[src/sv/alarm_annunciator_led_relay_macros.svh]
// ----------------------------------------------------------------------------
// Alarm annunciator assertion macros
// Shared concurrent check forms, clocked on clk and disabled in reset.
// ----------------------------------------------------------------------------
`ifndef ALARM_ANNUNCIATOR_LED_RELAY_MACROS_SVH
`define ALARM_ANNUNCIATOR_LED_RELAY_MACROS_SVH

// check that a condition holds at every edge
`define AALR_CHECK(label, cond, msg) \
    label: assert property (@(posedge clk) disable iff (!rst_n) (cond)) \
        else $error(msg);

// check that a condition holds in the cycle after a trigger
`define AALR_CHECK_NEXT(label, trig, cond, msg) \
    label: assert property (@(posedge clk) disable iff (!rst_n) (trig) |=> (cond)) \
        else $error(msg);

`endif

[src/sv/aalr_pkg.sv]
// ----------------------------------------------------------------------------
// Alarm annunciator package
// Widths, codes, configuration and item types, LED pattern and counter helpers.
// ----------------------------------------------------------------------------
`default_nettype none

package aalr_pkg;

    localparam int TIME_WIDTH = 24;
    localparam int CMD_W      = 2;
    localparam int CODE_W     = 3;
    localparam int DT_W       = 16;
    localparam int HALF_W     = 16;
    localparam int LIM_W      = 24;
    localparam int CNT_W      = 17;
    localparam int CMP_W      = (TIME_WIDTH > LIM_W) ? TIME_WIDTH : LIM_W;
    localparam int PDATA_W    = 32;
    localparam int PADDR_W    = 5;
    localparam int REG_IDX_W  = 3;

    localparam logic [HALF_W-1:0] SLOW_HALF_RST    = HALF_W'(500);
    localparam logic [HALF_W-1:0] FAST_HALF_RST    = HALF_W'(250);
    localparam logic [HALF_W-1:0] RELAY_PHASE_RST  = HALF_W'(1000);
    localparam logic [LIM_W-1:0]  SHORT_TIMEOUT_RST = LIM_W'(1000);
    localparam logic [LIM_W-1:0]  LONG_TIMEOUT_RST  = LIM_W'(60 * 1000);

    typedef enum logic [CMD_W-1:0] {
        CMD_CLEAR  = 2'd0,
        CMD_ACCUM  = 2'd1,
        CMD_COMMIT = 2'd2,
        CMD_TICK   = 2'd3
    } cmd_e;

    localparam logic [CODE_W-1:0] ALM_NONE     = 3'd0;
    localparam logic [CODE_W-1:0] ALM_X        = 3'd1;
    localparam logic [CODE_W-1:0] ALM_Y        = 3'd2;
    localparam logic [CODE_W-1:0] ALM_XY       = 3'd3;
    localparam logic [CODE_W-1:0] ALM_DIP      = 3'd4;
    localparam logic [CODE_W-1:0] ALM_SOFTWARE = 3'd5;
    localparam logic [CODE_W-1:0] ALM_HARDWARE = 3'd6;
    localparam logic [CODE_W-1:0] ALM_INVALID  = 3'd7;

    typedef enum logic [1:0] {
        LED_OFF  = 2'd0,
        LED_ON   = 2'd1,
        LED_SLOW = 2'd2,
        LED_FAST = 2'd3
    } led_mode_e;

    typedef enum logic [REG_IDX_W-1:0] {
        REG_SLOW_FLASH    = 3'd0,
        REG_FAST_FLASH    = 3'd1,
        REG_RELAY_PHASE   = 3'd2,
        REG_SHORT_TIMEOUT = 3'd3,
        REG_LONG_TIMEOUT  = 3'd4
    } reg_idx_e;

    typedef struct packed {
        logic [HALF_W-1:0] slow_flash_half_ms;
        logic [HALF_W-1:0] fast_flash_half_ms;
        logic [HALF_W-1:0] relay_phase_ms;
        logic [LIM_W-1:0]  short_timeout_ms;
        logic [LIM_W-1:0]  long_timeout_ms;
    } cfg_t;

    typedef struct packed {
        logic [CMD_W-1:0]  cmd;
        logic [CODE_W-1:0] alarm_code;
        logic [DT_W-1:0]   elapsed_ms;
    } item_t;

    typedef struct packed {
        logic              green_led;
        logic              red_led;
        logic              relay_level;
        logic [CODE_W-1:0] active_alarm;
    } result_t;

    typedef struct packed {
        led_mode_e green;
        led_mode_e red;
    } led_pair_t;

    typedef struct packed {
        logic [CNT_W-1:0] cnt;
        logic             lvl;
        logic             toggle;
    } led_upd_t;

    function automatic led_pair_t led_pattern(input logic [CODE_W-1:0] code);
        led_pair_t p;
        case (code)
            ALM_X:        p = '{green: LED_SLOW, red: LED_SLOW};
            ALM_Y:        p = '{green: LED_SLOW, red: LED_FAST};
            ALM_XY:       p = '{green: LED_SLOW, red: LED_ON};
            ALM_DIP:      p = '{green: LED_ON,   red: LED_ON};
            ALM_SOFTWARE: p = '{green: LED_OFF,  red: LED_ON};
            ALM_HARDWARE: p = '{green: LED_OFF,  red: LED_ON};
            default:      p = '{green: LED_SLOW, red: LED_OFF};
        endcase
        return p;
    endfunction

    function automatic logic [CNT_W-1:0] sat_cnt(input logic [CNT_W-1:0] cnt,
                                                 input logic [DT_W-1:0] dt);
        logic [CNT_W:0] s;
        s = {1'b0, cnt} + (CNT_W+1)'(dt);
        return s[CNT_W] ? {CNT_W{1'b1}} : s[CNT_W-1:0];
    endfunction

    function automatic led_upd_t led_advance(input led_mode_e mode,
                                             input logic [CNT_W-1:0] cnt,
                                             input logic lvl,
                                             input logic [DT_W-1:0] dt,
                                             input logic [HALF_W-1:0] slow,
                                             input logic [HALF_W-1:0] fast);
        logic [CNT_W-1:0]  sum;
        logic [HALF_W-1:0] half;
        led_upd_t          upd;
        sum        = sat_cnt(cnt, dt);
        half       = (mode == LED_FAST) ? fast : slow;
        upd.cnt    = sum;
        upd.lvl    = lvl;
        upd.toggle = 1'b0;
        if ((mode == LED_SLOW || mode == LED_FAST) && sum >= CNT_W'(half))
        begin
            upd.lvl    = !lvl;
            upd.toggle = 1'b1;
            upd.cnt    = sum - CNT_W'(half);
        end
        return upd;
    endfunction

endpackage

`default_nettype wire

[src/sv/aalr_if.sv]
// ----------------------------------------------------------------------------
// Alarm annunciator channels
// Valid/ready channels for command items and display result items.
// ----------------------------------------------------------------------------
`default_nettype none

interface aalr_item_if;
    import aalr_pkg::*;

    logic                valid;
    logic                ready;
    logic [CMD_W-1:0]    cmd;
    logic [CODE_W-1:0]   alarm_code;
    logic [DT_W-1:0]     elapsed_ms;

    modport source (output valid, output cmd, output alarm_code, output elapsed_ms,
                    input ready);
    modport sink   (input valid, input cmd, input alarm_code, input elapsed_ms,
                    output ready);
endinterface

interface aalr_result_if;
    import aalr_pkg::*;

    logic              valid;
    logic              ready;
    logic              green_led;
    logic              red_led;
    logic              relay_level;
    logic [CODE_W-1:0] active_alarm;

    modport source (output valid, output green_led, output red_led, output relay_level,
                    output active_alarm, input ready);
    modport sink   (input valid, input green_led, input red_led, input relay_level,
                    input active_alarm, output ready);
endinterface

`default_nettype wire

[src/sv/alarm_annunciator_led_relay.sv]
// The result item for an accepted command is registered and valid in the cycle after acceptance.
// Throughput: one item per cycle; the whole alarm, LED and relay update is one
// registered state step. A waiting result holds off the input until it is taken,
// and a new item enters in the same cycle that the waiting result leaves.
// Reset (rst_n low, asynchronous): no alarm shown, green slow flash, red off,
// relay inactive (high), configuration registers back to their default values.
// ----------------------------------------------------------------------------
// Alarm annunciator LED and relay controller
// Top level: item handshake, result register, configuration port and core.
// ----------------------------------------------------------------------------
`default_nettype none
`include "alarm_annunciator_led_relay_macros.svh"

module alarm_annunciator_led_relay
(
    input  logic                          clk,
    input  logic                          rst_n,
    aalr_item_if.sink                     din,
    aalr_result_if.source                 dout,
    input  logic                          psel,
    input  logic                          penable,
    input  logic                          pwrite,
    input  logic [aalr_pkg::PADDR_W-1:0]  paddr,
    input  logic [aalr_pkg::PDATA_W-1:0]  pwdata,
    output logic [aalr_pkg::PDATA_W-1:0]  prdata,
    output logic                          pready
);
    import aalr_pkg::*;

    cfg_t    cfg;
    item_t   item;
    result_t result_next;
    result_t result_reg;
    logic    out_valid_reg;
    logic    accept;

    aalr_regs u_regs
    (
        .clk     (clk),
        .rst_n   (rst_n),
        .psel    (psel),
        .penable (penable),
        .pwrite  (pwrite),
        .paddr   (paddr),
        .pwdata  (pwdata),
        .prdata  (prdata),
        .pready  (pready),
        .cfg     (cfg)
    );

    assign item.cmd        = din.cmd;
    assign item.alarm_code = din.alarm_code;
    assign item.elapsed_ms = din.elapsed_ms;

    assign din.ready = !out_valid_reg || dout.ready;
    assign accept    = din.valid && din.ready;

    aalr_core u_core
    (
        .clk    (clk),
        .rst_n  (rst_n),
        .accept (accept),
        .item   (item),
        .cfg    (cfg),
        .result (result_next)
    );

    always_ff @(posedge clk or negedge rst_n)
    begin
        if (!rst_n)
        begin
            out_valid_reg <= 1'b0;
        end
        else if (accept)
        begin
            out_valid_reg <= 1'b1;
        end
        else if (dout.ready)
        begin
            out_valid_reg <= 1'b0;
        end
    end

    always_ff @(posedge clk)
    begin
        if (accept)
        begin
            result_reg <= result_next;
        end
    end

    assign dout.valid        = out_valid_reg;
    assign dout.green_led    = result_reg.green_led;
    assign dout.red_led      = result_reg.red_led;
    assign dout.relay_level  = result_reg.relay_level;
    assign dout.active_alarm = result_reg.active_alarm;

    `AALR_CHECK_NEXT(a_accept_gives_result, accept, dout.valid, "accepted item produced no result")
    `AALR_CHECK(a_stall_blocks_input, !(dout.valid && !dout.ready) || !din.ready, "item taken while result stalled")
    `AALR_CHECK_NEXT(a_idle_holds_valid, !accept && !(dout.valid && dout.ready), $stable(dout.valid), "result valid changed without a handshake")

endmodule

`default_nettype wire

[src/sv/aalr_regs.sv]
// ----------------------------------------------------------------------------
// Alarm annunciator configuration registers
// APB-style write/read port for flash, relay phase and timeout settings.
// ----------------------------------------------------------------------------
`default_nettype none

module aalr_regs
(
    input  logic                          clk,
    input  logic                          rst_n,
    input  logic                          psel,
    input  logic                          penable,
    input  logic                          pwrite,
    input  logic [aalr_pkg::PADDR_W-1:0]  paddr,
    input  logic [aalr_pkg::PDATA_W-1:0]  pwdata,
    output logic [aalr_pkg::PDATA_W-1:0]  prdata,
    output logic                          pready,
    output aalr_pkg::cfg_t                cfg
);
    import aalr_pkg::*;

    cfg_t     cfg_reg;
    logic     wr_en;
    reg_idx_e idx;

    assign pready = 1'b1;
    assign wr_en  = psel && penable && pwrite;
    assign idx    = reg_idx_e'(paddr[PADDR_W-1:2]);
    assign cfg    = cfg_reg;

    always_ff @(posedge clk or negedge rst_n)
    begin
        if (!rst_n)
        begin
            cfg_reg.slow_flash_half_ms <= SLOW_HALF_RST;
            cfg_reg.fast_flash_half_ms <= FAST_HALF_RST;
            cfg_reg.relay_phase_ms     <= RELAY_PHASE_RST;
            cfg_reg.short_timeout_ms   <= SHORT_TIMEOUT_RST;
            cfg_reg.long_timeout_ms    <= LONG_TIMEOUT_RST;
        end
        else if (wr_en)
        begin
            case (idx)
                REG_SLOW_FLASH:    cfg_reg.slow_flash_half_ms <= pwdata[HALF_W-1:0];
                REG_FAST_FLASH:    cfg_reg.fast_flash_half_ms <= pwdata[HALF_W-1:0];
                REG_RELAY_PHASE:   cfg_reg.relay_phase_ms     <= pwdata[HALF_W-1:0];
                REG_SHORT_TIMEOUT: cfg_reg.short_timeout_ms   <= pwdata[LIM_W-1:0];
                REG_LONG_TIMEOUT:  cfg_reg.long_timeout_ms    <= pwdata[LIM_W-1:0];
                default:           ;
            endcase
        end
    end

    always_comb
    begin
        case (idx)
            REG_SLOW_FLASH:    prdata = PDATA_W'(cfg_reg.slow_flash_half_ms);
            REG_FAST_FLASH:    prdata = PDATA_W'(cfg_reg.fast_flash_half_ms);
            REG_RELAY_PHASE:   prdata = PDATA_W'(cfg_reg.relay_phase_ms);
            REG_SHORT_TIMEOUT: prdata = PDATA_W'(cfg_reg.short_timeout_ms);
            REG_LONG_TIMEOUT:  prdata = PDATA_W'(cfg_reg.long_timeout_ms);
            default:           prdata = '0;
        endcase
    end

endmodule

`default_nettype wire

[src/sv/aalr_core.sv]
// ----------------------------------------------------------------------------
// Alarm annunciator core
// Alarm accumulate/commit, LED flash timing, alarm timeout and relay pulser.
// ----------------------------------------------------------------------------
`default_nettype none
`include "alarm_annunciator_led_relay_macros.svh"

module aalr_core
(
    input  logic              clk,
    input  logic              rst_n,
    input  logic              accept,
    input  aalr_pkg::item_t   item,
    input  aalr_pkg::cfg_t    cfg,
    output aalr_pkg::result_t result
);
    import aalr_pkg::*;

    typedef enum logic [2:0] {
        RLY_RESET       = 3'd0,
        RLY_START       = 3'd1,
        RLY_IDLE        = 3'd2,
        RLY_ACT_START   = 3'd3,
        RLY_ACT_WAIT    = 3'd4,
        RLY_INACT_START = 3'd5,
        RLY_INACT_WAIT  = 3'd6
    } relay_state_e;

    logic [CODE_W-1:0]         acc_reg, acc_next;
    logic [CODE_W-1:0]         shown_reg, shown_next;
    logic [CODE_W-1:0]         alarm_edge_reg, alarm_edge_next;
    logic                      run_reg, run_next;
    logic [TIME_WIDTH-1:0]     age_reg, age_next;
    logic [LIM_W-1:0]          limit_reg, limit_next;
    led_mode_e [1:0]           mode_reg, mode_next;
    logic [1:0][CNT_W-1:0]     cnt_reg, cnt_next;
    logic [1:0]                lvl_reg, lvl_next;
    logic [1:0]                drive_reg, drive_next;
    relay_state_e              rstate_reg, rstate_next;
    logic [CNT_W-1:0]          rcnt_reg, rcnt_next;
    logic                      pin_reg, pin_next;

    led_upd_t                  led_upd [2];
    logic [TIME_WIDTH:0]       age_sum;
    logic [TIME_WIDTH-1:0]     age_sat;
    logic [CNT_W-1:0]          rcnt_sum;
    logic                      start_en;
    logic [CODE_W-1:0]         start_code;
    led_pair_t                 start_pat;

    assign led_upd[0] = led_advance(mode_reg[0], cnt_reg[0], lvl_reg[0], item.elapsed_ms,
                                    cfg.slow_flash_half_ms, cfg.fast_flash_half_ms);
    assign led_upd[1] = led_advance(mode_reg[1], cnt_reg[1], lvl_reg[1], item.elapsed_ms,
                                    cfg.slow_flash_half_ms, cfg.fast_flash_half_ms);
    assign age_sum    = {1'b0, age_reg} + (TIME_WIDTH+1)'(item.elapsed_ms);
    assign age_sat    = age_sum[TIME_WIDTH] ? {TIME_WIDTH{1'b1}} : age_sum[TIME_WIDTH-1:0];
    assign rcnt_sum   = sat_cnt(rcnt_reg, item.elapsed_ms);
    assign start_pat  = led_pattern(start_code);

    always_comb
    begin
        acc_next        = acc_reg;
        shown_next      = shown_reg;
        alarm_edge_next = alarm_edge_reg;
        run_next        = run_reg;
        age_next        = age_reg;
        limit_next      = limit_reg;
        mode_next       = mode_reg;
        cnt_next        = cnt_reg;
        lvl_next        = lvl_reg;
        drive_next      = drive_reg;
        rstate_next     = rstate_reg;
        rcnt_next       = rcnt_reg;
        pin_next        = pin_reg;
        start_en        = 1'b0;
        start_code      = ALM_NONE;

        if (accept)
        begin
            case (cmd_e'(item.cmd))
                CMD_CLEAR:
                begin
                    acc_next = ALM_NONE;
                end
                CMD_ACCUM:
                begin
                    if (item.alarm_code > acc_reg)
                    begin
                        acc_next = item.alarm_code;
                    end
                end
                CMD_COMMIT:
                begin
                    if (acc_reg != ALM_INVALID)
                    begin
                        if (acc_reg != ALM_NONE)
                        begin
                            alarm_edge_next = acc_reg;
                        end
                        if (shown_reg < acc_reg)
                        begin
                            start_en   = 1'b1;
                            start_code = acc_reg;
                        end
                        else if (acc_reg != ALM_NONE && shown_reg == acc_reg)
                        begin
                            age_next = '0;
                        end
                    end
                end
                CMD_TICK:
                begin
                    if (!run_reg)
                    begin
                        run_next   = 1'b1;
                        drive_next = lvl_reg;
                    end
                    else
                    begin
                        for (int k = 0; k < 2; k++)
                        begin
                            cnt_next[k] = led_upd[k].cnt;
                            lvl_next[k] = led_upd[k].lvl;
                            if (led_upd[k].toggle)
                            begin
                                drive_next[k] = led_upd[k].lvl;
                            end
                        end
                        if (shown_reg != ALM_NONE)
                        begin
                            if (limit_reg != '0)
                            begin
                                age_next = age_sat;
                            end
                            if (CMP_W'(age_next) >= CMP_W'(limit_reg))
                            begin
                                start_en   = 1'b1;
                                start_code = ALM_NONE;
                            end
                        end
                    end
                end
                default:
                begin
                end
            endcase

            if (start_en)
            begin
                shown_next      = start_code;
                alarm_edge_next = start_code;
                age_next        = '0;
                run_next        = 1'b0;
                if (start_code inside {ALM_X, ALM_Y, ALM_XY, ALM_SOFTWARE})
                begin
                    limit_next = cfg.long_timeout_ms;
                end
                else
                begin
                    limit_next = cfg.short_timeout_ms;
                end
                mode_next[0] = start_pat.green;
                mode_next[1] = start_pat.red;
                cnt_next     = '0;
                lvl_next[0]  = (start_pat.green == LED_ON);
                lvl_next[1]  = (start_pat.red == LED_ON);
            end

            if (cmd_e'(item.cmd) == CMD_TICK)
            begin
                case (rstate_reg)
                    RLY_START:
                    begin
                        rstate_next = (alarm_edge_next != ALM_NONE) ? RLY_ACT_START
                                                                    : RLY_INACT_START;
                    end
                    RLY_IDLE:
                    begin
                        if (alarm_edge_next != ALM_NONE)
                        begin
                            rstate_next = RLY_ACT_START;
                        end
                    end
                    RLY_ACT_START:
                    begin
                        pin_next    = 1'b0;
                        rcnt_next   = '0;
                        rstate_next = RLY_ACT_WAIT;
                    end
                    RLY_ACT_WAIT:
                    begin
                        rcnt_next = rcnt_sum;
                        if (rcnt_sum >= CNT_W'(cfg.relay_phase_ms))
                        begin
                            rstate_next = RLY_INACT_START;
                        end
                    end
                    RLY_INACT_START:
                    begin
                        alarm_edge_next = ALM_NONE;
                        pin_next        = 1'b1;
                        rcnt_next       = '0;
                        rstate_next     = RLY_INACT_WAIT;
                    end
                    RLY_INACT_WAIT:
                    begin
                        rcnt_next = rcnt_sum;
                        if (rcnt_sum >= CNT_W'(cfg.relay_phase_ms))
                        begin
                            rstate_next = RLY_IDLE;
                        end
                    end
                    default:
                    begin
                        rstate_next = RLY_START;
                    end
                endcase
            end
        end
    end

    always_ff @(posedge clk or negedge rst_n)
    begin
        if (!rst_n)
        begin
            acc_reg        <= ALM_NONE;
            shown_reg      <= ALM_NONE;
            alarm_edge_reg <= ALM_NONE;
            run_reg        <= 1'b0;
            age_reg        <= '0;
            limit_reg      <= SHORT_TIMEOUT_RST;
            mode_reg[0]    <= LED_SLOW;
            mode_reg[1]    <= LED_OFF;
            cnt_reg        <= '0;
            lvl_reg        <= '0;
            drive_reg      <= '0;
            rstate_reg     <= RLY_RESET;
            rcnt_reg       <= '0;
            pin_reg        <= 1'b1;
        end
        else
        begin
            acc_reg        <= acc_next;
            shown_reg      <= shown_next;
            alarm_edge_reg <= alarm_edge_next;
            run_reg        <= run_next;
            age_reg        <= age_next;
            limit_reg      <= limit_next;
            mode_reg       <= mode_next;
            cnt_reg        <= cnt_next;
            lvl_reg        <= lvl_next;
            drive_reg      <= drive_next;
            rstate_reg     <= rstate_next;
            rcnt_reg       <= rcnt_next;
            pin_reg        <= pin_next;
        end
    end

    assign result.green_led    = drive_next[0];
    assign result.red_led      = drive_next[1];
    assign result.relay_level  = pin_next;
    assign result.active_alarm = shown_next;

    `AALR_CHECK(a_pin_low_in_active_phase, (rstate_reg == RLY_ACT_WAIT || rstate_reg == RLY_INACT_START) == !pin_reg, "relay pin level disagrees with relay state")
    `AALR_CHECK(a_steady_led_level, (mode_reg[0] != LED_ON || lvl_reg[0]) && (mode_reg[0] != LED_OFF || !lvl_reg[0]) && (mode_reg[1] != LED_ON || lvl_reg[1]) && (mode_reg[1] != LED_OFF || !lvl_reg[1]), "steady LED mode with wrong level")
    `AALR_CHECK(a_no_alarm_pattern, shown_reg != ALM_NONE || (mode_reg[0] == LED_SLOW && mode_reg[1] == LED_OFF), "no-alarm display without its LED pattern")

endmodule

`default_nettype wire
[src/flat_wrapper.sv]
// flat-port wrapper written by rule: the top's interface ports become plain ports
module alarm_annunciator_led_relay_flat import aalr_pkg::*;
  (clk, rst_n, psel, penable, pwrite, paddr, pwdata, prdata, pready, din_valid, din_cmd, din_alarm_code, din_elapsed_ms, din_ready, dout_valid, dout_green_led, dout_red_led, dout_relay_level, dout_active_alarm, dout_ready);
  aalr_item_if din_i ();
  aalr_result_if dout_i ();
  input  logic clk;
  input  logic rst_n;
  input  logic psel;
  input  logic penable;
  input  logic pwrite;
  input  logic [aalr_pkg::PADDR_W-1:0] paddr;
  input  logic [aalr_pkg::PDATA_W-1:0] pwdata;
  output logic [aalr_pkg::PDATA_W-1:0] prdata;
  output logic pready;
  input wire logic [$bits(din_i.valid)-1:0] din_valid;
  input wire logic [$bits(din_i.cmd)-1:0] din_cmd;
  input wire logic [$bits(din_i.alarm_code)-1:0] din_alarm_code;
  input wire logic [$bits(din_i.elapsed_ms)-1:0] din_elapsed_ms;
  output wire logic [$bits(din_i.ready)-1:0] din_ready;
  output wire logic [$bits(dout_i.valid)-1:0] dout_valid;
  output wire logic [$bits(dout_i.green_led)-1:0] dout_green_led;
  output wire logic [$bits(dout_i.red_led)-1:0] dout_red_led;
  output wire logic [$bits(dout_i.relay_level)-1:0] dout_relay_level;
  output wire logic [$bits(dout_i.active_alarm)-1:0] dout_active_alarm;
  input wire logic [$bits(dout_i.ready)-1:0] dout_ready;
  assign din_i.valid = din_valid;
  assign din_i.cmd = din_cmd;
  assign din_i.alarm_code = din_alarm_code;
  assign din_i.elapsed_ms = din_elapsed_ms;
  assign din_ready = din_i.ready;
  assign dout_valid = dout_i.valid;
  assign dout_green_led = dout_i.green_led;
  assign dout_red_led = dout_i.red_led;
  assign dout_relay_level = dout_i.relay_level;
  assign dout_active_alarm = dout_i.active_alarm;
  assign dout_i.ready = dout_ready;
  alarm_annunciator_led_relay u_core (.clk(clk), .rst_n(rst_n), .din(din_i), .dout(dout_i), .psel(psel), .penable(penable), .pwrite(pwrite), .paddr(paddr), .pwdata(pwdata), .prdata(prdata), .pready(pready));
endmodule
[config.mk]
export PLATFORM = sky130hd
export DESIGN_NAME = alarm_annunciator_led_relay_flat
export DESIGN_NICKNAME = d
export VERILOG_FILES = /design/src/sv/aalr_pkg.sv /design/src/sv/aalr_if.sv /design/src/sv/alarm_annunciator_led_relay.sv /design/src/sv/aalr_regs.sv /design/src/sv/aalr_core.sv /design/src/flat_wrapper.sv
export VERILOG_INCLUDE_DIRS = /design/src /design/src/sv
export SDC_FILE = /design/constraint.sdc
export NUM_CORES = 1
export LEC_CHECK = 0
export ABC_AREA = 1
export BUFFER_PORTS_ARGS = -buffer_cell sky130_fd_sc_hd__buf_4
export CAP_MARGIN = 25
export CORE_MARGIN = 5
export CORE_UTILIZATION = 50
export DETAILED_ROUTE_END_ITERATION = 10
export PLACE_DENSITY = 0.8
export SETUP_SLACK_MARGIN = 0.1
export SLEW_MARGIN = 20
export SYNTH_ARGS = -nofsm -noshare
export SYNTH_HDL_FRONTEND = slang
export SYNTH_SLANG_ARGS = --single-unit
[constraint.sdc]
create_clock -name clk -period 3.6 [get_ports clk]
set_input_delay 0.18 -clock clk [delete_from_list [all_inputs] [get_ports clk]]
set_output_delay 0.18 -clock clk [all_outputs]
set_load 0.01 [all_outputs]
Yosys cells after proc, flatten, opt, wreduce, memory -nomap -nowiden --
Index checks and enable logic that the tools add are counted. W data, S select, Z words.
Word-level totals: ROM bits 0, bits in registers 224, input bits 65, memories kept 0, bits in latches 0, bits in writable memories 0
Cells by class: mux-type cells 70, bitwise gates (word level) 0, reduce and logical (&&, ||, !) cells 40, magnitude comparators 6, eq/ne operators 40, shift operators 0, add/sub/neg operators 6, multipliers 0, divide/modulo/power cells 0
Operator list (count):
- $mux W24 | 13
- $pmux W24 S5 | 1
- $mux W34 | 3
- $mux W3 | 19
- $add A17 B16 Y18 | 3
- $ge A17 B16 Y1 | 3
- $mux W17 | 3
- $pmux W24 S2 | 1
- $mux W19 | 2
- $pmux W17 S2 | 1
- $sub A17 B16 Y17 | 2
- $mux W16 | 2
- $add A24 B16 Y25 | 1
- $eq A3 B2 Y1 const B | 8
- $eq A3 B3 Y1 const B | 8
- $ge A24 B24 Y1 | 1
- $reduce_bool A24 Y1 | 1
- $pmux W4 S5 | 1
- $pmux W3 S6 | 1
- $mux W1 | 14
- $reduce_and A2 Y1 | 7
- $eq A2 B2 Y1 const B | 6
- $eq A3 B1 Y1 const B | 4
- $mux W2 | 6
- other kinds (21) | 51

Depth between registers and ports, before layout --
Gate-level depths: netlist of run 1.
depth in word-level cells 18, depth in mapped cells 31, gate-level depth less buffers 29

Modules after synthesis --
A second synthesis of run 1 with hierarchy kept.
Unflattened totals: cells, all modules 2546, area, all modules 17768.3 um^2
Modules (own cells, without submodules):
- aalr_core | instances 1, cells an instance 1931, area each 12718.4 um^2, sequential area each 3037.9 um^2
- aalr_regs | instances 1, cells an instance 603, area each 4824.6 um^2, sequential area each 2441.1 um^2
- alarm_annunciator_led_relay | instances 1, cells an instance 12, area each 225.2 um^2, sequential area each 205.2 um^2

Worst setup path before layout of run 1 --
OpenSTA, ideal clock, no wires.
path kind register -> register, from register u_core.u_core.age_reg[0], to register u_core.u_core.lvl_reg[0], slack -0.065 ns, stages on the path, launching flop included 32, arrival 3.540 ns, clock period less this slack 3.665 ns, required time 3.476 ns, cells stage by stage dfrtp_1 ha_1 fa_1 nand3_1 nand2_1 nand2_1 nand2_1 inv_1 o21ai_2 nand2_2 inv_2 o22ai_1 inv_1 ha_1 nand2_1 inv_1 nand2_1 nand2_1 nor2_1 nand2_1 nand2_1 nand3_1 nand2_2 nand2_4 inv_2 nor2_4 buf_6 nor2_8 nor2_8 buf_6 nand2_1 nand3_1
Between the ends: word-level cells in the longest chain between the ends 15, elaborated cells between the ends (all ways) 17, classes of those cells 1 x add/sub; 1 x order compare; 12 x mux; 3 x reduce/logical
RTL lines:
- start: declaration | RTL line aalr_core.sv:33 | logic [TIME_WIDTH-1:0] age_reg, age_next;
- start signal: assignment | RTL line aalr_core.sv:247 | age_reg <= age_next;
- $add A24 B16 Y25 | RTL line aalr_core.sv:55 | assign age_sum = {1'b0, age_reg} + (TIME_WIDTH+1)'(item.elapsed_ms);
- $mux W24 | RTL line aalr_core.sv:56 | assign age_sat = age_sum[TIME_WIDTH] ? {TIME_WIDTH{1'b1}} : age_sum[TIME_WIDTH-1:0];
- $mux W24 * | RTL line aalr_core.sv:131 | if (limit_reg != '0)
- $mux W24 * | RTL line aalr_core.sv:129 | if (shown_reg != ALM_NONE)
- $mux W24 * | RTL line aalr_core.sv:113 | if (!run_reg)
- $mux W24 * | RTL line aalr_core.sv:80 | case (cmd_e'(item.cmd))
- $mux W24 * | RTL line aalr_core.sv:78 | if (accept)
- $ge A24 B24 Y1 * | RTL line aalr_core.sv:135 | if (CMP_W'(age_next) >= CMP_W'(limit_reg))
- $mux W1 * | RTL line aalr_core.sv:135
- $mux W1 * | RTL line aalr_core.sv:129
- $mux W1 * | RTL line aalr_core.sv:113
- $pmux W1 S2 * | RTL line aalr_core.sv:80
- $mux W1 * | RTL line aalr_core.sv:78
- $reduce_bool A2 Y1 (no line)
- $reduce_and A3 Y1 (no line)
- end signal: assignment | RTL line aalr_core.sv:251 | lvl_reg <= lvl_next;
- end: declaration | RTL line aalr_core.sv:37 | logic [1:0] lvl_reg, lvl_next;
Mark *: on every way between the ends. The rest lies on a longest branch, timed or not. The select of a mux whose other input is x is not followed. A chain may end at the register's enable or synchronous reset.

Final worst setup path of run 1 --
from register u_core.u_core.age_reg[0], to register u_core.u_core.cnt_reg[5] (netlist name)
Between the ends: word-level cells in the longest chain between the ends 15, elaborated cells between the ends (all ways) 17, classes of those cells 1 x add/sub; 1 x order compare; 12 x mux; 3 x reduce/logical
RTL lines:
- $add A24 B16 Y25 | RTL line aalr_core.sv:55
- $mux W24 | RTL line aalr_core.sv:56
- $mux W24 * | RTL line aalr_core.sv:131
- $mux W24 * | RTL line aalr_core.sv:129
- $mux W24 * | RTL line aalr_core.sv:113
- $mux W24 * | RTL line aalr_core.sv:80
- $mux W24 * | RTL line aalr_core.sv:78
- $ge A24 B24 Y1 * | RTL line aalr_core.sv:135
- $mux W1 * | RTL line aalr_core.sv:135
- $mux W1 * | RTL line aalr_core.sv:129
- $mux W1 * | RTL line aalr_core.sv:113
- $pmux W1 S2 * | RTL line aalr_core.sv:80
- $mux W1 * | RTL line aalr_core.sv:78
- $reduce_bool A2 Y1 (no line)
- $reduce_and A3 Y1 (no line)
- end signal: assignment | RTL line aalr_core.sv:250 | cnt_reg <= cnt_next;
- end: declaration | RTL line aalr_core.sv:36 | logic [1:0][CNT_W-1:0] cnt_reg, cnt_next;
Marked as above.

==> key figures, run 1 <==
Logic synthesis
  – Largest cells by area after synthesis: dfrtp_1 (26%), nand2_1 (16%), ha_1 (10%), o21ai_0 (7.3%), inv_1 (6.4%)
  – Gate Count Post-Synth: 2,391
  – Post-synthesis cell type count: 58
  – Post-synth top area cell: dfrtp_1
  – Flops & latches, synth: 224
  – Post-synthesis average cell area: 7.125 um^2
  – Post-synth top area share: 26.29%
  – Compound-Gate Fraction of Synth Area: 16.85%
  – Seq/Total Area, Yosys: 33.37%
  – Post-synthesis cell area: 17,040 um^2
  – Post-synthesis xor/xnor area fraction: 3.599%
  – Multiplexer share of the synthesized area: 0%
  – Simple-Gate Fraction of Synth Area: 25.90%
  – Post-Synth Adder-Cell Area: 11.13%
  – Largest family of logic cells by synthesized area: simple AND/OR/NAND/NOR gates
  – Yosys warns: 0

Routing
  – Number of vias per cell: 5.851
  – Initial drt markers: 2,310
  – Wire per inst: 19.61 um
  – Total Wirelength: 65,860 um
  – Post-DRT Antenna Nets: 0
  – Vias: 19,650
  – Remaining routing DRC violations: 0
  – TritonRoute pass-1 iters: 6

Outcome
  – Status: finished with violations
  – Failing checks: setup timing

Power
  – PD cells: 1120 nW/um^2
  – Peak supply drop: 0.7187 mV
  – Leakage power: 12.49 nW
  – Power, Total: 0.02778 W

Floorplan
  – Die area: 37,860 um^2
  – Die Height: 194.6 um
  – Site Rows: 67
  – Die width: 194.6 um
  – Core area: 33,620 um^2
  – Initial Util: 50.68%
  – Number of top-level pins: 106

GRT
  – First-pass GRT wire length: 97,930 um
  – Vias in the first global route: 18,750
  – Congestion Overflow GR: 0
  – Largest net degree at the start of global routing: 119
  – Initial antenna violation count: 0
  – Global Route Usage Sum: 31.42%

Final layout
  – Share of layout cells above drive strength 1: 33.09%
  – Ant diodes: 0
  – Register area: 5684 um^2
  – Filler cell count: 2,138
  – Area of the multi-input gates: 11,730 um^2
  – Post-Layout Inst Area: 24,810 um^2
  – Layout Area Growth over Synthesis: 45.63%
  – Flip-flop count of the largest register after layout: 96
  – Layout Nets: 3,104

Placed design
  – Placed cell area: 20,580 um^2
  – Port Buffer Count: 86
  – Hpwl dp: 41,190 um
  – GPL Wtd Cong: 0.9921

STA
  – Rel. slew slack: 33.06%
  – Final hold violations: 0
  – Final period util: 112.6%
  – Worst Max-Slew Pin Slew: 1002 ps
  – Final WS setup: -454.6 ps
  – Final setup vio count: 105
  – Fin Clk Skew: 10.27 ps
  – Fmax: 246.6 MHz
  – RSZ-0062 raised after global routing: yes
  – Final Slew Violations: 0
  – Hold Slack: 9.632 ps
  – Min cycle time layout: 4055 ps

Setup path
  – Critical Path Start Type: flip-flop
  – CP dominant cell by count: nand2_1
  – Max stage delay on crit path: 410 ps
  – Worst Setup Path Type: reg2reg
  – Slowest cell on crit path: dfrtp_1
  – R2R depth: 30
  – WP data arrival: 4560 ps
  – CP required: 4100 ps
  – Critical Path Fanout Max: 18
  – CP endpoint kind: flip-flop

Clocking
  – Clk slew on worst S/H paths: 70 ps
  – H-tree depth: 1
  – Clock Latency Late Sink: 570 ps
  – CTS Buf Count: 26
  – Clock sinks: 224
  – CTS tree: built
  – Clk root buf: clkbuf_16
  – Worst-case clock buffer depth: 3

Run
  – Max_cap viols: 0

Worst hold path
  – Worst Hold Depth: 3
  – Worst min-delay path category: in2reg
[worst paths after layout]
kind / startpoint / endpoint / slack [ps]
worst min-delay path: pwdata[9] / u_core.u_regs.cfg[89] / 10
worst min register to register: u_core.u_core.rstate_reg[1] / u_core.u_core.rstate_reg[1] / 480
worst max register to register: u_core.u_core.age_reg[0] / u_core.u_core.cnt_reg[5] / -450
worst max-delay path: u_core.u_core.age_reg[0] / u_core.u_core.cnt_reg[5] / -450
min in group asynchronous: rst_n / u_core.u_regs.cfg[75] / 220
max in group asynchronous: rst_n / u_core.u_core.age_reg[19] / 2310
[cell usage after synthesis (all sizes together)]
library cell,n
o2111ai,1
a211oi,1
dfrtp,179
a41oi,1
clkbuf,49
and3,1
a221oi,7
edfxtp,6
ha,142
o31ai,3
xnor2,27
a21o,10
inv,295
a311oi,1
conb,2
a221o,3
nand2,730
nor3b,1
nor2,114
nand3,157
a22o,15
nand3b,8
a31oi,15
a31o,3
buf,31
or2,7
nand4,22
o21ba,1
o32ai,2
o21ai,267
nor4,5
o211ai,18
a21oi,131
o21bai,8
o22ai,14
xor2,43
clkinv,3
fa,6
dfstp,39
a21boi,6
o21a,1
nor3,16
[per-layer routing]
| metal | part of all wire [%] | GRT usage, % |
|---|---|---|
| met4 | 6.4 | 14.24 |
| met1 | 38 | 41.27 |
| met2 | 46 | 51.07 |
| met5 | 0 | 0 |
| met3 | 9.7 | 5.280 |
[power by group]
part / internal [W] / switching, W
Clock: 0.00165 / 0.00116
Sequential: 0.00338 / 0.000689
Combinational: 0.00976 / 0.0111
[critical path: cells and delay by family, from the launching register on]
family,cells,cell delay (ps)
DFF,1,410
xor gates and xnor gates,1,170
buffers and inverters,6,690
AOI/OAI and AO/OA,2,290
and+or+nand+nor,18,1510
adders and majority gates,3,890
[stage by stage]
step,TNS [ps],instances,utilization (%),setup slack [ps]
6_report,-34700,3358,73.80,-454.6
5_1_grt,-54280,3358,73.80,-630.0
4_1_cts,-12590,3327,70.32,-216.6
3_5_place_dp,-20160,3184,61.22,-346.8
3_3_place_gp,-9866,3184,61.22,-257.3
2_1_floorplan,0,2398,-,99.66
[cells in the final DEF, fill, tap and decap left out, types with 42 or more instances in the layout]
cell,n
nor2_1,91
dfrtp_1,179
xor2_1,42
nand2_2,73
nand2_1,635
buf_4,452
o21ai_0,208
a21oi_1,92
nand3_1,102
ha_1,85
ha_4,55
inv_1,266
nand3_2,46
[layout make-up]
| type | instances | share of cell area [%] |
|---|---|---|
| flip-flops and latches | 224 | 22.91 |
| inverters | 298 | 4.620 |
| clock inverters | 11 | 0.5245 |
| multi-input cells | 1796 | 47.27 |
| clock buffers | 36 | 3.107 |
| repair buffers | 545 | 19.31 |
| well taps | 448 | 2.259 |
[cells by family after synthesis]
logic type,count (synthesis)
other,2
adders and majority gates,148
DFF,224
buffers and inverters,378
xor gates and xnor gates,70
and+or+nand+nor,1061
AOI/OAI and AO/OA,508
[what timing repair did]
item | in CTS | in global routing
hold endpoints to repair | 149 | 0
cloned | 13 | 2
gates resized for setup | 247 | 214
setup endpoints to repair | 105 | 105
pin swaps | 113 | 144
buffers inserted | 53 | 30
hold buffers | 31 | 0
Power figures use the tool's default switching activity.
==> inputs of run 2 (changes only) <==
--- a/config.mk
+++ b/config.mk
@@ -13,4 +13,5 @@
 export CORE_UTILIZATION = 50
 export DETAILED_ROUTE_END_ITERATION = 10
+export HOLD_SLACK_MARGIN = 0.08
 export PLACE_DENSITY = 0.8
 export SETUP_SLACK_MARGIN = 0.1
==> constraint.sdc (replaced) <==
create_clock -name clk -period 3.6 [get_ports clk]
set_input_delay 0.54 -clock clk [delete_from_list [all_inputs] [get_ports clk]]
set_output_delay 0.54 -clock clk [all_outputs]
set_load 0.01 [all_outputs]
==> run 2 against run 1 <==
The run still ends with setup timing left. Clock power hardly changed. Total power is 1.3% lower. Setup slack worse by 97 ps. Hold slack worse by 9.1 ps. Critical path depth is 1 higher. First-iteration DRC count is 19% lower. Sequential power hardly changed. Sequential share of layout area is 0.28 points higher. Flip-flop and latch count stayed put. Cell count hardly changed. Critical path type unchanged.
==> key figures, run 2 (synthesis gave the netlist of run 1 again) <==
Setup path
  – Slowest cell on crit path: dfrtp_1
  – CP required: 4070 ps
  – Crit path to: u_core.u_core.cnt_reg[8]
  – Max stage delay on crit path: 420 ps
  – WP data arrival: 4630 ps
  – Reg-to-Reg Start: u_core.u_core.age_reg[0]
  – CP dominant cell by count: nand2_1
  – R2R depth: 31
  – Worst Setup Path Type: reg2reg
  – Critical Path Fanout Max: 7
  – Beginning of the critical path: u_core.u_core.age_reg[0]
  – Worst path top cell family by delay: simple AND/OR/NAND/NOR gates
  – Reg2Reg Setup Slack: -550 ps
  – Critical Path Start Type: flip-flop
  – CP endpoint kind: flip-flop
  – Worst path bufs/invs: 6
  – R2R Path End: u_core.u_core.cnt_reg[8]
  – WP depth: 31

Final layout
  – Layout Area Growth over Synthesis: 43.90%
  – Flip-flop count of the largest register after layout: 96
  – Filler cell count: 2,405
  – Most frequent cells in the layout: nand2_1 (656), buf_4 (501), inv_1 (265), o21ai_0 (220), dfrtp_1 (179)
  – Commonest non-fill, non-tap cell in the layout: nand2_1
  – Layout Nets: 3,104
  – Register area: 5684 um^2
  – Area of the multi-input gates: 11,700 um^2
  – Ant diodes: 0
  – Non-Filler Instances: 3,359
  – End-of-flow core utilization: 72.93%
  – Share of layout cells above drive strength 1: 33.22%

Clocking
  – Clk root buf: clkbuf_16
  – CTS Hold Buffers Added: 0
  – Clock sinks: 224
  – CTS tree: built
  – CTS Buf Count: 26
  – Clock Latency Late Sink: 550 ps
  – H-tree depth: 1
  – Worst-case clock buffer depth: 3
  – Clk slew on worst S/H paths: 60 ps

Routing
  – TritonRoute pass-1 iters: 6
  – Post-DRT Antenna Nets: 0
  – Remaining routing DRC violations: 0
  – Vias: 19,080
  – Total Wirelength: 62,580 um
  – Number of vias per cell: 5.680
  – Initial drt markers: 1,880
  – Wire per inst: 18.63 um

STA
  – Fmax: 240.8 MHz
  – RSZ-0062 raised after global routing: yes
  – Final period util: 115.3%
  – Final hold violations: 0
  – Worst Max-Slew Pin Slew: 968.3 ps
  – Final Slew Violations: 0
  – Final WS setup: -552.0 ps
  – Fin Clk Skew: 23.14 ps
  – Min cycle time layout: 4152 ps
  – Final setup vio count: 101
  – Rel. slew slack: 35.29%

Floorplan
  – Die area: 37,860 um^2
  – Initial Util: 50.68%
  – Site Rows: 67
  – Die width: 194.6 um
  – Number of top-level pins: 106
  – Core area: 33,620 um^2
  – Die Height: 194.6 um

GRT
  – Largest net degree at the start of global routing: 97
  – Initial antenna violation count: 0
  – Global Route Usage Sum: 30.18%
  – Congestion Overflow GR: 0
  – First-pass GRT wire length: 93,910 um
  – Vias in the first global route: 18,050

Placed design
  – Hpwl dp: 43,040 um
  – Port Buffer Count: 86
  – GPL Wtd Cong: 0.9930
  – Placed Cells: 3,248

Outcome
  – Failing checks: setup timing
  – Status: finished with violations

Worst hold path
  – Worst min-delay path category: in2async

Power
  – PD cells: 1119 nW/um^2
  – Peak supply drop: 0.6244 mV
  – Leakage power: 12.44 nW

Run
  – Max_cap viols: 0
-- run 2: worst reg2reg max path: cells and delay by family (launching register included) --
family,cells,cell delay (ps)
and+or+nand+nor,19,1730
adders and majority gates,3,830
buffers and inverters,6,660
DFF,1,420
AOI/OAI and AO/OA,2,250
xor gates and xnor gates,1,210
-- run 2: worst min-delay path by stage --
stage | endpoint | slack [ps] | cells after the start
final | u_core.u_regs.cfg[92] | 0.6 | 1
after global routing | u_core.u_regs.cfg[92] | 80 | 1
after CTS | u_core.u_regs.cfg[3] | 90 | 1
after detailed placement | u_core.u_core.rstate_reg[1] | 470 | 2
after global placement | u_core.u_core.lvl_reg[1] | 460 | 2
after floorplan | u_core.dout.valid | 240 | 0
-- run 2: final cells by class --
cell class | count | share of cell area, %
Multi-Input combinational cell | 1796 | 47.71
Sequential cell | 224 | 23.19
Timing Repair Buffer | 544 | 18.29
Inverter | 298 | 4.736
Clock buffer | 36 | 3.093
Tap cell | 448 | 2.287
Clock inverter | 12 | 0.6482
Timing Repair inverter | 1 | 0.04593
-- run 2: metal layers --
| layer | global-route usage, % | wire [um] | share of wire, % | vias to the layer above |
|---|---|---|---|---|
| met4 | 11.61 | 3228 | 5.2 | 0 |
| met5 | 0 | 0 | 0 | - |
| met1 | 42.04 | 25760 | 41 | 9008 |
| li1 | - | - | - | 8898 |
| met2 | 48.26 | 28720 | 46 | 961 |
| met3 | 3.757 | 4866 | 7.8 | 213 |
-- run 2: timing repair --
action,CTS,global route
endpoints found under the setup margin,105,105
gates resized for setup,138,260
pin swaps,71,102
buffers inserted,23,33
gates cloned,5,3
-- run 2: power by group --
part	internal, W	leakage [nW]	switching (W)
logic	0.00967	9.21	0.0109
clock network	0.00169	0.445	0.00113
registers	0.00338	2.79	0.000659
total	0.0147	12.4	0.0127
-- run 2: per-stage QoR --
step	setup TNS, ps	worst slack (ps)	hold slack [ps]	instance area (um^2)	power, W
6_report	-43150	-552.0	0.5662	24510	0.02744
5_1_grt	-53450	-647.4	79.71	24510	0.02934
4_1_cts	-8829	-178.4	89.40	23050	0.02436
3_5_place_dp	-61940	-693.2	469.6	21180	0.02014
3_3_place_gp	-56280	-632.0	458.0	21180	0.01972
2_1_floorplan	-3442	-98.47	244.4	17310	0.01321
==> inputs of run 3 (changes only) <==
Settings changed: CORE_MARGIN 5 to unset.
==> run 3 against run 2 <==
Highest routed layer unchanged. Total power is 7.8% higher. Hold slack better by 50 ps. Clock skew down 3.8 ps. First-iteration DRC count up 38%. Register-to-register slack worse by 20 ps. Combinational power increased by 9.7%. The run still ends with setup timing left. Critical path type unchanged.
==> key figures, run 3 (synthesis gave the netlist of run 1 again) <==
Power
  – Internal: 0.01576 W
  – PD cells: 1161 nW/um^2
  – Reg power frac: 13.9%
  – Peak supply drop: 0.6452 mV
  – Combinational Power Share: 76.5%
  – Sw frac: 46.71%
  – NetSw: 0.01381 W
  – Leakage power: 12.84 nW
  – Clock share of power: 9.6%

Clocking
  – CTS Buf Count: 27
  – Clk root buf: clkbuf_16
  – H-tree depth: 1
  – CTS tree: built
  – Worst-case clock buffer depth: 3
  – Clock sinks: 224
  – Clock Latency Late Sink: 580 ps
  – Clk slew on worst S/H paths: 60 ps

STA
  – Final period util: 116.0%
  – Hold Slack: 50.47 ps
  – RSZ-0062 raised after global routing: yes
  – Worst Max-Slew Pin Slew: 960.3 ps
  – Final Slew Violations: 0
  – Rel. slew slack: 35.82%
  – Fin Clk Skew: 19.31 ps
  – Setup tns final: -46,370 ps
  – Min cycle time layout: 4176 ps
  – Final hold violations: 0
  – Final WS setup: -575.9 ps
  – Fmax: 239.5 MHz
  – Final setup vio count: 105

Floorplan
  – Site Rows: 67
  – Die width: 186.6 um
  – Initial Util: 50.81%
  – Die Height: 186.6 um
  – Die area: 34,810 um^2
  – Number of top-level pins: 106
  – Core area: 33,530 um^2

Final layout
  – Flip-flop count of the largest register after layout: 96
  – Filler cell count: 2,140
  – Non-Filler Instances: 3,431
  – Register area: 5684 um^2
  – End-of-flow core utilization: 75.94%
  – Ant diodes: 0
  – Commonest non-fill, non-tap cell in the layout: nand2_1
  – Share of layout cells above drive strength 1: 37.04%
  – Layout Area Growth over Synthesis: 49.47%
  – Layout Nets: 3,175
  – Area of the multi-input gates: 12,010 um^2
  – Most frequent cells in the layout: nand2_1 (627), buf_4 (554), inv_1 (262), o21ai_0 (210), dfrtp_1 (179)

Placed design
  – Pre-CTS WS: -757.4 ps
  – GPL Wtd Cong: 0.9805
  – Placed Cells: 3,239
  – Port Buffer Count: 86
  – Hpwl dp: 42,650 um

Routing
  – Vias: 20,430
  – Number of vias per cell: 5.955
  – Initial drt markers: 2,598
  – Remaining routing DRC violations: 0
  – TritonRoute pass-1 iters: 9
  – Post-DRT Antenna Nets: 0
  – Total Wirelength: 69,770 um
  – Wire per inst: 20.33 um

GRT
  – Congestion Overflow GR: 0
  – Vias in the first global route: 19,400
  – Global Route Usage Sum: 35.85%
  – Initial antenna violation count: 0
  – Largest net degree at the start of global routing: 112
  – First-pass GRT wire length: 100,200 um

Setup path
  – WP data arrival: 4680 ps
  – CP endpoint kind: flip-flop
  – Critical Path Fanout Max: 9
  – CP required: 4100 ps
  – Slowest cell on crit path: dfrtp_1
  – Critical Path Start Type: flip-flop
  – R2R depth: 31
  – Worst Setup Path Type: reg2reg
  – Max stage delay on crit path: 430 ps

Outcome
  – Status: finished with violations
  – Failing checks: setup timing

Worst hold path
  – Worst min-delay path category: in2async

Run
  – Max_cap viols: 0
## run 3: final cells by class
cell class / instances / share of cell area (%)
Clock inverter: 14 / 0.5749
Sequential cell: 224 / 22.32
Inverter: 298 / 4.565
Timing Repair Buffer: 614 / 20.19
Tap cell: 448 / 2.201
Clock buffer: 36 / 2.943
Multi-Input combinational cell: 1796 / 47.17
Timing Repair inverter: 1 / 0.02457
## run 3: final timing paths
check	slack, ps	from	end
setup / recovery	-580	u_core.u_core.age_reg[0]	u_core.u_core.cnt_reg[8]
setup reg to reg	-580	u_core.u_core.age_reg[0]	u_core.u_core.cnt_reg[8]
min in group clk	220	din_alarm_code[1]	u_core.u_core.acc_reg[1]
hold reg to reg	480	u_core.u_core.cnt_reg[28]	u_core.u_core.cnt_reg[28]
max in group asynchronous	2640	rst_n	u_core.u_regs.cfg[11]
hold / removal	50	rst_n	u_core.u_core.age_reg[18]
## run 3: timing repair
| action | CTS | global route |
|---|---|---|
| pin swaps | 126 | 100 |
| hold buffers | 0 | 0 |
| gates cloned | 11 | 2 |
| setup endpoints to repair | 105 | 105 |
| buffers inserted | 107 | 27 |
| gates resized for setup | 298 | 206 |
## run 3: metal layers
layer / wire length, um / global-route usage, %
met5: 0 / 0
met2: 31800 / 58.42
met4: 4901 / 17.34
met3: 7113 / 6.978
met1: 25950 / 45.66
## run 3: power by group through the flow
stage	clock network, W	logic, W	registers, W
finish	0.00284	0.0226	0.00410
global route	0.00292	0.0241	0.00414
CTS	0.00280	0.0194	0.00400
detailed placement	0	0.0162	0.00397
global placement	0	0.0158	0.00394
floorplan	0	0.00942	0.00379
## run 3: per-stage QoR
step	cell area, um^2	total power [W]
after floorplan	17310	0.01321
after global placement	21120	0.01971
after detailed placement	21120	0.02014
after CTS	24340	0.02619
after global routing	25460	0.03118
final	25460	0.02957
## run 3: worst max-delay path, delay by kind of cell (launching register included)
family                     cells  cell delay (ps)
AOI/OAI and AO/OA              2              290
DFF                            1              430
buffers and inverters          7              760
and+or+nand+nor               19             1750
adders and majority gates      3              850
